$ cat src/rtl/frdm_pkg.sv
// Shared operation and status codes for the frame ring dedup manager.
`timescale 1ns / 1ps

package frdm_pkg;

    typedef enum logic [1:0] {
        OP_ARRIVAL = 2'd0,
        OP_ACQUIRE = 2'd1,
        OP_RELEASE = 2'd2,
        OP_CLEAR   = 2'd3
    } t_op;

    typedef enum logic [2:0] {
        ST_STORED       = 3'd0,
        ST_DROPPED      = 3'd1,
        ST_HANDED_OUT   = 3'd2,
        ST_BUSY         = 3'd3,
        ST_EMPTY        = 3'd4,
        ST_RELEASED     = 3'd5,
        ST_REL_IGNORED  = 3'd6,
        ST_CLEARED      = 3'd7
    } t_status;

    localparam int unsigned FP_W   = 128;
    localparam int unsigned TIME_W = 48;
    localparam int unsigned ID_W   = 32;
    localparam int unsigned CNT_W  = 32;
    localparam int unsigned IDX_W  = 32;
    localparam int unsigned IN_W   = 232;
    localparam int unsigned OUT_W  = 232;
    localparam int unsigned ENTRY_W = ID_W + 2 * TIME_W;

endpackage

$ cat src/rtl/frame_ring_dedup_manager.sv
// Top level of the frame ring dedup manager: slot bookkeeping and slot memory.
`timescale 1ns / 1ps

// Channel      | Direction | Handshake                      | Payload
// -------------+-----------+--------------------------------+------------------------------
// s_axis       | in        | s_axis_tvalid / s_axis_tready  | tdata: request fields, tuser: op
// m_axis       | out       | m_axis_tvalid / m_axis_tready  | tdata: result fields, tuser: status
//
// Every request gives exactly one result. For arrival, release, clear and a refused
// acquire the result is registered in the cycle after acceptance; a successful acquire
// first reads the slot memory in state S_READ, then registers the result. One request is
// in flight at a time; the next is taken in the cycle the result register empties,
// so a stalled consumer stalls the input. Reset (i_rst_n low, synchronous) empties
// the ring and clears all counters; the slot memory is not cleared, a slot is read only once written.

module frame_ring_dedup_manager #(
    parameter int unsigned RING_SLOTS = 8
) (
    input  logic                       i_clk,
    input  logic                       i_rst_n,
    input  logic                       s_axis_tvalid,
    output logic                       s_axis_tready,
    // tdata, low bit up: fingerprint_valid(1), fingerprint_w0..w3(32 each),
    // content_time(48), arrival_time(48), release_slot(3), zero pad(4)
    input  logic [frdm_pkg::IN_W-1:0]  s_axis_tdata,
    // tuser: operation(2)
    input  logic [1:0]                 s_axis_tuser,
    output logic                       m_axis_tvalid,
    input  logic                       m_axis_tready,
    // tdata, low bit up: slot(3), frame_id(32), frame_content_time(48),
    // frame_arrival_time(48), queue_depth(3), pending_was_duplicate(1),
    // oldest_dropped(1), overflow_count(32), duplicate_count(32),
    // timestamp_repeat_count(32)
    output logic [frdm_pkg::OUT_W-1:0] m_axis_tdata,
    // tuser: status(3)
    output logic [2:0]                 m_axis_tuser
);

    import frdm_pkg::*;

    localparam int unsigned SLOT_W  = (RING_SLOTS > 1) ? $clog2(RING_SLOTS) : 1;
    localparam int unsigned DEPTH_W = $clog2(RING_SLOTS + 1);

    typedef enum logic {
        S_IDLE,
        S_READ
    } t_state;

    // Advance a slot pointer alongside its 32-bit index; the index wrap restarts
    // the slot at zero, which keeps slot == index mod RING_SLOTS for any depth.
    function automatic logic [SLOT_W-1:0] slot_inc(input logic [SLOT_W-1:0] s,
                                                   input logic [IDX_W-1:0]  idx);
        logic [SLOT_W-1:0] r;
        if (idx == {IDX_W{1'b1}}) begin
            r = '0;
        end else if (s == SLOT_W'(RING_SLOTS - 1)) begin
            r = '0;
        end else begin
            r = s + SLOT_W'(1);
        end
        return r;
    endfunction

    // Unpack request fields.
    t_op                 in_op;
    logic                in_fp_valid;
    logic [FP_W-1:0]     in_fp;
    logic [TIME_W-1:0]   in_ctime;
    logic [TIME_W-1:0]   in_atime;
    logic [2:0]          in_rel_slot;

    assign in_op       = t_op'(s_axis_tuser);
    assign in_fp_valid = s_axis_tdata[0];
    assign in_fp       = s_axis_tdata[128:1];
    assign in_ctime    = s_axis_tdata[176:129];
    assign in_atime    = s_axis_tdata[224:177];
    assign in_rel_slot = s_axis_tdata[227:225];

    // Control and bookkeeping registers.
    t_state              r_state, n_state;
    logic [IDX_W-1:0]    r_head_idx, n_head_idx;
    logic [IDX_W-1:0]    r_tail_idx, n_tail_idx;
    logic [SLOT_W-1:0]   r_head_slot, n_head_slot;
    logic [SLOT_W-1:0]   r_tail_slot, n_tail_slot;
    logic [DEPTH_W-1:0]  r_depth, n_depth;
    logic                r_held_valid, n_held_valid;
    logic [SLOT_W-1:0]   r_held_slot, n_held_slot;
    logic                r_pending_valid, n_pending_valid;
    logic [FP_W-1:0]     r_last_fp, n_last_fp;
    logic                r_last_fp_valid, n_last_fp_valid;
    logic [TIME_W-1:0]   r_last_ctime, n_last_ctime;
    logic                r_last_time_valid, n_last_time_valid;
    logic [ID_W-1:0]     r_next_id, n_next_id;
    logic [CNT_W-1:0]    r_overflows, n_overflows;
    logic [CNT_W-1:0]    r_duplicates, n_duplicates;
    logic [CNT_W-1:0]    r_time_repeats, n_time_repeats;

    // Result register.
    logic                r_out_valid, n_out_valid;
    t_status             r_out_status, n_out_status;
    logic [2:0]          r_out_slot, n_out_slot;
    logic [ID_W-1:0]     r_out_id, n_out_id;
    logic [TIME_W-1:0]   r_out_ctime, n_out_ctime;
    logic [TIME_W-1:0]   r_out_atime, n_out_atime;
    logic [2:0]          r_out_depth, n_out_depth;
    logic                r_out_dup, n_out_dup;
    logic                r_out_dropped, n_out_dropped;

    // Slot memory: frame id, content time, arrival time per slot.
    logic [ENTRY_W-1:0]  r_mem [RING_SLOTS];
    logic [ENTRY_W-1:0]  r_rd_data;
    logic                mem_we;
    logic [SLOT_W-1:0]   mem_waddr;
    logic [ENTRY_W-1:0]  mem_wdata;
    logic                mem_re;
    logic [SLOT_W-1:0]   mem_raddr;

    // Arrival helpers.
    logic                accept;
    logic                fp_match;
    logic                is_dup;
    logic                settle_adv;
    logic [IDX_W-1:0]    head_idx_s;
    logic [SLOT_W-1:0]   head_slot_s;
    logic [DEPTH_W-1:0]  depth_s;
    logic                ring_full;
    logic                oldest_held;
    logic [31:0]         slot_wide;
    logic [31:0]         depth_wide;

    // Take a request only between items, when the result register frees up.
    assign s_axis_tready = (r_state == S_IDLE) && (!r_out_valid || m_axis_tready);
    assign accept        = s_axis_tvalid && s_axis_tready;

    // Settle the pending frame against the last published fingerprint.
    assign fp_match    = (in_fp == r_last_fp);
    assign is_dup      = r_pending_valid && in_fp_valid && r_last_fp_valid && fp_match;
    assign settle_adv  = r_pending_valid && !is_dup;
    assign head_idx_s  = settle_adv ? (r_head_idx + IDX_W'(1)) : r_head_idx;
    assign head_slot_s = settle_adv ? slot_inc(r_head_slot, r_head_idx) : r_head_slot;
    assign depth_s     = settle_adv ? (r_depth + DEPTH_W'(1)) : r_depth;
    assign ring_full   = (depth_s >= DEPTH_W'(RING_SLOTS - 1));
    assign oldest_held = r_held_valid && (r_tail_slot == r_held_slot);

    always_comb begin
        n_state           = r_state;
        n_head_idx        = r_head_idx;
        n_tail_idx        = r_tail_idx;
        n_head_slot       = r_head_slot;
        n_tail_slot       = r_tail_slot;
        n_depth           = r_depth;
        n_held_valid      = r_held_valid;
        n_held_slot       = r_held_slot;
        n_pending_valid   = r_pending_valid;
        n_last_fp         = r_last_fp;
        n_last_fp_valid   = r_last_fp_valid;
        n_last_ctime      = r_last_ctime;
        n_last_time_valid = r_last_time_valid;
        n_next_id         = r_next_id;
        n_overflows       = r_overflows;
        n_duplicates      = r_duplicates;
        n_time_repeats    = r_time_repeats;

        n_out_valid   = r_out_valid && !m_axis_tready;
        n_out_status  = r_out_status;
        n_out_slot    = r_out_slot;
        n_out_id      = r_out_id;
        n_out_ctime   = r_out_ctime;
        n_out_atime   = r_out_atime;
        n_out_depth   = r_out_depth;
        n_out_dup     = r_out_dup;
        n_out_dropped = r_out_dropped;

        mem_we    = 1'b0;
        mem_waddr = head_slot_s;
        mem_wdata = {in_atime, in_ctime, r_next_id};
        mem_re    = 1'b0;
        mem_raddr = r_tail_slot;

        slot_wide  = '0;
        depth_wide = '0;

        unique case (r_state)
            S_IDLE: begin
                if (accept) begin
                    n_out_valid   = 1'b1;
                    n_out_slot    = '0;
                    n_out_id      = '0;
                    n_out_ctime   = '0;
                    n_out_atime   = '0;
                    n_out_dup     = 1'b0;
                    n_out_dropped = 1'b0;
                    unique case (in_op)
                        OP_ARRIVAL: begin
                            // Settle the pending frame: publish or drop as duplicate.
                            if (r_pending_valid && in_fp_valid && !is_dup) begin
                                n_last_fp       = in_fp;
                                n_last_fp_valid = 1'b1;
                            end
                            if (is_dup) begin
                                n_duplicates = r_duplicates + CNT_W'(1);
                            end
                            n_out_dup   = is_dup;
                            n_head_idx  = head_idx_s;
                            n_head_slot = head_slot_s;
                            n_depth     = depth_s;

                            // Count repeated content times; nothing else depends on them.
                            if (r_last_time_valid && (in_ctime == r_last_ctime)) begin
                                n_time_repeats = r_time_repeats + CNT_W'(1);
                            end
                            n_last_ctime      = in_ctime;
                            n_last_time_valid = 1'b1;

                            n_pending_valid = 1'b0;
                            n_out_status    = ST_STORED;
                            if (ring_full) begin
                                n_overflows = r_overflows + CNT_W'(1);
                                if (!oldest_held) begin
                                    // Drop the oldest published frame.
                                    n_tail_idx    = r_tail_idx + IDX_W'(1);
                                    n_tail_slot   = slot_inc(r_tail_slot, r_tail_idx);
                                    n_depth       = depth_s - DEPTH_W'(1);
                                    n_out_dropped = 1'b1;
                                end
                            end
                            if (ring_full && oldest_held) begin
                                // Consumer holds the oldest: drop the arrival.
                                n_out_status = ST_DROPPED;
                            end else begin
                                mem_we          = 1'b1;
                                n_pending_valid = 1'b1;
                                n_next_id       = r_next_id + ID_W'(1);
                                n_out_id        = r_next_id;
                                slot_wide       = 32'(head_slot_s);
                                n_out_slot      = slot_wide[2:0];
                            end
                        end
                        OP_ACQUIRE: begin
                            if (r_held_valid) begin
                                n_out_status = ST_BUSY;
                            end else if (r_depth == '0) begin
                                n_out_status = ST_EMPTY;
                            end else begin
                                // Hand out the oldest; S_READ picks up its entry from the slot memory.
                                n_held_valid = 1'b1;
                                n_held_slot  = r_tail_slot;
                                n_out_status = ST_HANDED_OUT;
                                slot_wide    = 32'(r_tail_slot);
                                n_out_slot   = slot_wide[2:0];
                                mem_re       = 1'b1;
                                n_out_valid  = 1'b0;
                                n_state      = S_READ;
                            end
                        end
                        OP_RELEASE: begin
                            if (r_held_valid && (32'(in_rel_slot) == 32'(r_held_slot))) begin
                                n_held_valid = 1'b0;
                                n_tail_idx   = r_tail_idx + IDX_W'(1);
                                n_tail_slot  = slot_inc(r_tail_slot, r_tail_idx);
                                n_depth      = r_depth - DEPTH_W'(1);
                                n_out_status = ST_RELEASED;
                            end else begin
                                n_out_status = ST_REL_IGNORED;
                            end
                        end
                        OP_CLEAR: begin
                            n_overflows    = '0;
                            n_duplicates   = '0;
                            n_time_repeats = '0;
                            n_out_status   = ST_CLEARED;
                        end
                        default: begin
                            n_out_status = ST_CLEARED;
                        end
                    endcase
                    depth_wide  = 32'(n_depth);
                    n_out_depth = depth_wide[2:0];
                end
            end
            S_READ: begin
                // Entry read has landed: complete the handed-out result.
                n_out_id    = r_rd_data[ID_W-1:0];
                n_out_ctime = r_rd_data[ID_W +: TIME_W];
                n_out_atime = r_rd_data[ID_W + TIME_W +: TIME_W];
                n_out_valid = 1'b1;
                n_state     = S_IDLE;
            end
            default: begin
                n_state = S_IDLE;
            end
        endcase
    end

    always_ff @(posedge i_clk) begin
        if (!i_rst_n) begin
            r_state           <= S_IDLE;
            r_head_idx        <= '0;
            r_tail_idx        <= '0;
            r_head_slot       <= '0;
            r_tail_slot       <= '0;
            r_depth           <= '0;
            r_held_valid      <= 1'b0;
            r_held_slot       <= '0;
            r_pending_valid   <= 1'b0;
            r_last_fp         <= '0;
            r_last_fp_valid   <= 1'b0;
            r_last_ctime      <= '0;
            r_last_time_valid <= 1'b0;
            r_next_id         <= ID_W'(1);
            r_overflows       <= '0;
            r_duplicates      <= '0;
            r_time_repeats    <= '0;
            r_out_valid       <= 1'b0;
        end else begin
            r_state           <= n_state;
            r_head_idx        <= n_head_idx;
            r_tail_idx        <= n_tail_idx;
            r_head_slot       <= n_head_slot;
            r_tail_slot       <= n_tail_slot;
            r_depth           <= n_depth;
            r_held_valid      <= n_held_valid;
            r_held_slot       <= n_held_slot;
            r_pending_valid   <= n_pending_valid;
            r_last_fp         <= n_last_fp;
            r_last_fp_valid   <= n_last_fp_valid;
            r_last_ctime      <= n_last_ctime;
            r_last_time_valid <= n_last_time_valid;
            r_next_id         <= n_next_id;
            r_overflows       <= n_overflows;
            r_duplicates      <= n_duplicates;
            r_time_repeats    <= n_time_repeats;
            r_out_valid       <= n_out_valid;
        end
        r_out_status  <= n_out_status;
        r_out_slot    <= n_out_slot;
        r_out_id      <= n_out_id;
        r_out_ctime   <= n_out_ctime;
        r_out_atime   <= n_out_atime;
        r_out_depth   <= n_out_depth;
        r_out_dup     <= n_out_dup;
        r_out_dropped <= n_out_dropped;
    end

    // Slot memory port: writes on a stored arrival, reads on a hand-out.
    always_ff @(posedge i_clk) begin
        if (mem_we) begin
            r_mem[mem_waddr] <= mem_wdata;
        end
        if (mem_re) begin
            r_rd_data <= r_mem[mem_raddr];
        end
    end

    assign m_axis_tvalid = r_out_valid;
    assign m_axis_tuser  = r_out_status;
    assign m_axis_tdata  = {r_time_repeats, r_duplicates, r_overflows,
                            r_out_dropped, r_out_dup, r_out_depth,
                            r_out_atime, r_out_ctime, r_out_id, r_out_slot};

endmodule

$ cat config.mk
export PLATFORM = sky130hd
export DESIGN_NAME = frame_ring_dedup_manager
export DESIGN_NICKNAME = d
export VERILOG_FILES = /design/src/rtl/frdm_pkg.sv /design/src/rtl/frame_ring_dedup_manager.sv
export SDC_FILE = /design/constraint.sdc
export NUM_CORES = 2
export LEC_CHECK = 0
export BUFFER_PORTS_ARGS = -buffer_cell sky130_fd_sc_hd__buf_2
export CORE_UTILIZATION = 35
export CTS_CLUSTER_SIZE = 30
export DETAILED_ROUTE_END_ITERATION = 16
export GPL_TIMING_DRIVEN = 0
export PLACE_DENSITY_LB_ADDON = 0.1
export SLEW_MARGIN = 40
export SYNTH_ARGS = -nofsm -noshare
export SYNTH_HDL_FRONTEND = slang
export SYNTH_SLANG_ARGS = --single-unit
$ cat constraint.sdc
create_clock -name i_clk -period 13.2 [get_ports i_clk]
set_input_delay 1.32 -clock i_clk [delete_from_list [all_inputs] [get_ports i_clk]]
set_output_delay 1.32 -clock i_clk [all_outputs]
set_load 0.03 [all_outputs]
==> summary.md <==
| Metric | Value |
|---|---|
| Worst Hold Class | register to register |
| FP Rows | 159 |
| Initial antenna violation count | 84 |
| Post-synth top flop | edfxtp_1 |
| DRC | 0 |
| CP peak stage delay | about 650 ps |
| Cells on worst reg2reg path | 23 |
| Clk_lat worst skew | roughly 820 ps |
| Worst-Margin Slew | 878 ps |
| Post-DP HPWL | around 130000 um |
| Fin crit period | roughly 7500 ps |
| Fin util | 42.7% |
| Cts bufs inserted | about 190 |
| Status | finished clean |
| Largest net degree at the start of global routing | 35 |
| Clk root buf | clkbuf_16 |
| Number of synthesized flops with an enable pin | roughly 1300 |
| Maxcap violations | 0 |
| Crit Path Class | input pin to register |
| CTS tree | built |
| Flop2flop setup slack | roughly 5800 ps |
| Wire per inst | about 25 um |
| Clock sink count | between 1500 and 2000 |
| Starting density of the core | a little over a third |
| Die Area | ~190000 um2 |
| Most used cell, CP | buf_16 |
| P_int | 8710 uW |
| GRT Resource Usage Total | between 10% and 20% |
| Psw | about 2400 uW |
| Layout cells sized above 1 | 26.2% |
| Synth cell types | 63 |
| Number of DRC markers in iteration 0 | 2515 |
| Core area | ~190000 um2 |
| Peak supply drop | ~100 uV |
| #FFs+latches synth | approximately 1700 |
| Post-synth ARST share | 0% |
| Maximum clock frequency | roughly 130 MHz |
| First-pass GRT wire length | roughly 270000 um |
| Reg2reg end | r_mem[7][105]$_DFFE_PP_ |
| Gpl congestion | roughly 0.79 |
| Worst Min Path Start | r_last_ctime[28]$_SDFFE_PN0P_ |
| Vias in the first global route | approximately 39000 |
| Net Sw Frac | roughly 22% |
| Post-Syn Nets | 4443 |
| Setup Buffers After CTS | 0 |
| Port Buf Inserts | between 400 and 500 |
| CTS clk-pin slew, worst paths | roughly 60 ps |
| Post-Layout Inst Area | roughly 80000 um2 |
| Fillers | between 15000 and 20000 |
| CP endpoint kind | register |
| Vias | between 30000 and 40000 |
| Register area share after synthesis | about 70% |
| Worst clock skew | about 60 ps |
| I/O pin total | roughly 480 |
| WL final | between 150000 and 200000 um |
| Crit path max fanout | 12 |
| DR vias/cell | between 4 and 5 |
| Worst Setup EP | r_mem[7][105]$_DFFE_PP_ |
| Number of setup violations in the final report | 0 |
| Die Width | roughly 440 um |
| Syn avg cell area | about 16 um2 |
| Worst Setup Start Kind | input pin |
| Post-DRT Antenna Nets | 0 |
| Cell-by-cell trace of the critical path | buf_2 > xnor2_1 > nand4_1 > nor4_1 > nand4_1 > or4_1 > clkbuf_1 > nand2_1 > buf_1 > xnor2_1 > ha_1 > a311oi_1 > a211oi_2 > o21bai_1 > nand2_1 > or3_1 > nor2_4 > buf_16 > buf_16 > buf_8 > buf_16 > buf_16 > buf_8 |
| Power Density | around 140 nW/um2 |
| Commonest non-fill, non-tap cell in the layout | edfxtp_1 |
| # resized after CTS | 0 |
| Power Total | between 10000 and 15000 uW |
| Ys Warns | 0 |
| CTS Hold Bufs | 0 |
| Lkg Pwr | between 0.02 and 0.03 uW |
| Setup TNS | 0 ps |
| Clock power share | 45.2% |
| Gr ovfl total | 0 |
| Critical path arrival | approximately 8000 ps |
| Part of the cycle the worst path needs | between 50% and 60% |
| Final nets | 5220 |
| Slowest CP cell | or4_1 |
| Final hold violations | 0 |
| Area after DPL | ~74000 um2 |
| Die H | around 440 um |
| Commonest cells after routing, fill and taps aside | edfxtp_1, buf_2, dfxtp_1, nand2_1, nor2_1 |
| Gate Count Post-Synth | roughly 4200 |
| Combinational power share | about 3.3% |
| Area Overhead vs Synth | 21.4% |
| Seq pwr share | 51.6% |
| Reg-to-Reg Start | r_pending_valid$_SDFFE_PN0P_ |
| Slew headroom | approximately 41% |
| Final Max Tran Viols | 0 |
| Synth Cell Area | 66100 um2 |
| Worst Path Required | ~14000 ps |
| Critical Path Start | s_axis_tdata[120] |
| Unrepaired setup endpoints after global routing | no |
| TritonRoute pass-1 iters | 5 |
| Clock Tree Buf Depth | 3 |
| H-Tree Depth | 4 |
==> synth_stat cells (all sizes together) (53+ instances only) <==
master	n	area share, %
edfxtp	1291	59
dfxtp	387	12
nand2	303	1.7
nor2	294	1.7
mux4	256	8.7
xnor2	180	2.4
mux2i	147	2.2
clkbuf	145	0.82
a21oi	140	1.1
mux2	130	2.2
and2	111	1.1
nand3	84	0.64
o21ai	83	0.63
nand4	81	0.77
xor2	80	1.1
inv	63	0.36
nand2b	59	0.56
buf	53	0.34
==> power by group through the flow <==
stage	clock network (uW)	logic, uW	registers, uW
5_1_grt	5370	392	5740
6_report	5030	362	5740
3_3_place_gp	0	347	5870
3_5_place_dp	0	370	5850
2_1_floorplan	0	120	5900
4_1_cts	5170	371	5740
==> per-layer routing <==
| metal | vias up | GRT usage [%] | wire length, um |
|---|---|---|---|
| li1 | 17500 | - | - |
| met1 | 19400 | 24.9 | 78800 |
| met2 | 927 | 33.3 | 93700 |
| met3 | 337 | 3.86 | 9270 |
| met4 | 56 | 6.23 | 5840 |
| met5 | - | 0 | 360 |
==> worst min-delay path by stage <==
| stage | end | slack (ps) | cells past startpoint |
|---|---|---|---|
| floorplan | r_last_time_valid$_SDFFE_PN0P_ | 440 | 2 |
| global placement | r_last_time_valid$_SDFFE_PN0P_ | 450 | 2 |
| detailed placement | r_last_ctime[39]$_SDFFE_PN0P_ | 460 | 2 |
| CTS | r_last_ctime[39]$_SDFFE_PN0P_ | 470 | 2 |
| global route | r_last_ctime[43]$_SDFFE_PN0P_ | 480 | 2 |
| finish | r_last_ctime[28]$_SDFFE_PN0P_ | 460 | 2 |
==> layout make-up <==
class / instances / area, um2 / share of cell area [%]
timing repair buffer: 590 / 4830 / 6.03
clock inverter: 84 / 791 / 0.986
tap: 2495 / 3120 / 3.89
clock buffer: 256 / 5120 / 6.39
antenna: 27 / 67.6 / 0.0843
multi-input combinational: 2251 / 18600 / 23.2
buffer: 198 / 850 / 1.06
inverter: 65 / 244 / 0.304
sequential: 1678 / 46500 / 58.0
==> flip-flops by register name, summed over array words and instances, names as in the netlist, 4 cells and up <==
register and flops:
r_last_fp 128, r_duplicates 32, r_out_id 32, r_rd_data 128, r_last_ctime 48, r_mem 1024
r_next_id 32, r_time_repeats 32, r_out_ctime 48, r_overflows 32, r_head_idx 32, r_out_atime 48
r_tail_idx 32, r_depth 4
==> per-stage QoR <==
| step | hold slack [ps] | instances | setup slack, ps |
|---|---|---|---|
| 6_report | 464 | 7644 | 5700 |
| 2_1_floorplan | 440 | 4192 | 2390 |
| 3_5_place_dp | 458 | 7277 | 4770 |
| 5_1_grt | 477 | 7628 | 5380 |
| 4_1_cts | 466 | 7617 | 5680 |
| 3_3_place_gp | 452 | 7156 | -6630 |
==> critical path: cells and delay by family <==
family | cells | cell delay [ps]
XOR/XNOR | 2 | 410
AND/OR/NAND/NOR | 8 | 3060
AO/OA/AOI/OAI | 3 | 1060
adder cells (fa/ha/maj) | 1 | 240
buffers and inverters | 9 | 1870
==> logic make-up (layout without fill, tap and decap cells) <==
logic type | Yosys count | in the layout | share of synthesized area (%)
other cells | 0 | 27 | 0
fa+ha+maj | 13 | 13 | 0.246
flops | 1678 | 1678 | 70.4
buf+inv | 263 | 1193 | 1.54
simple gates | 1137 | 1137 | 8.44
xor+xnor | 260 | 260 | 3.45
mux | 533 | 533 | 13.2
compound gates | 308 | 308 | 2.76
Note: power is estimated with default switching activity, not from simulation.
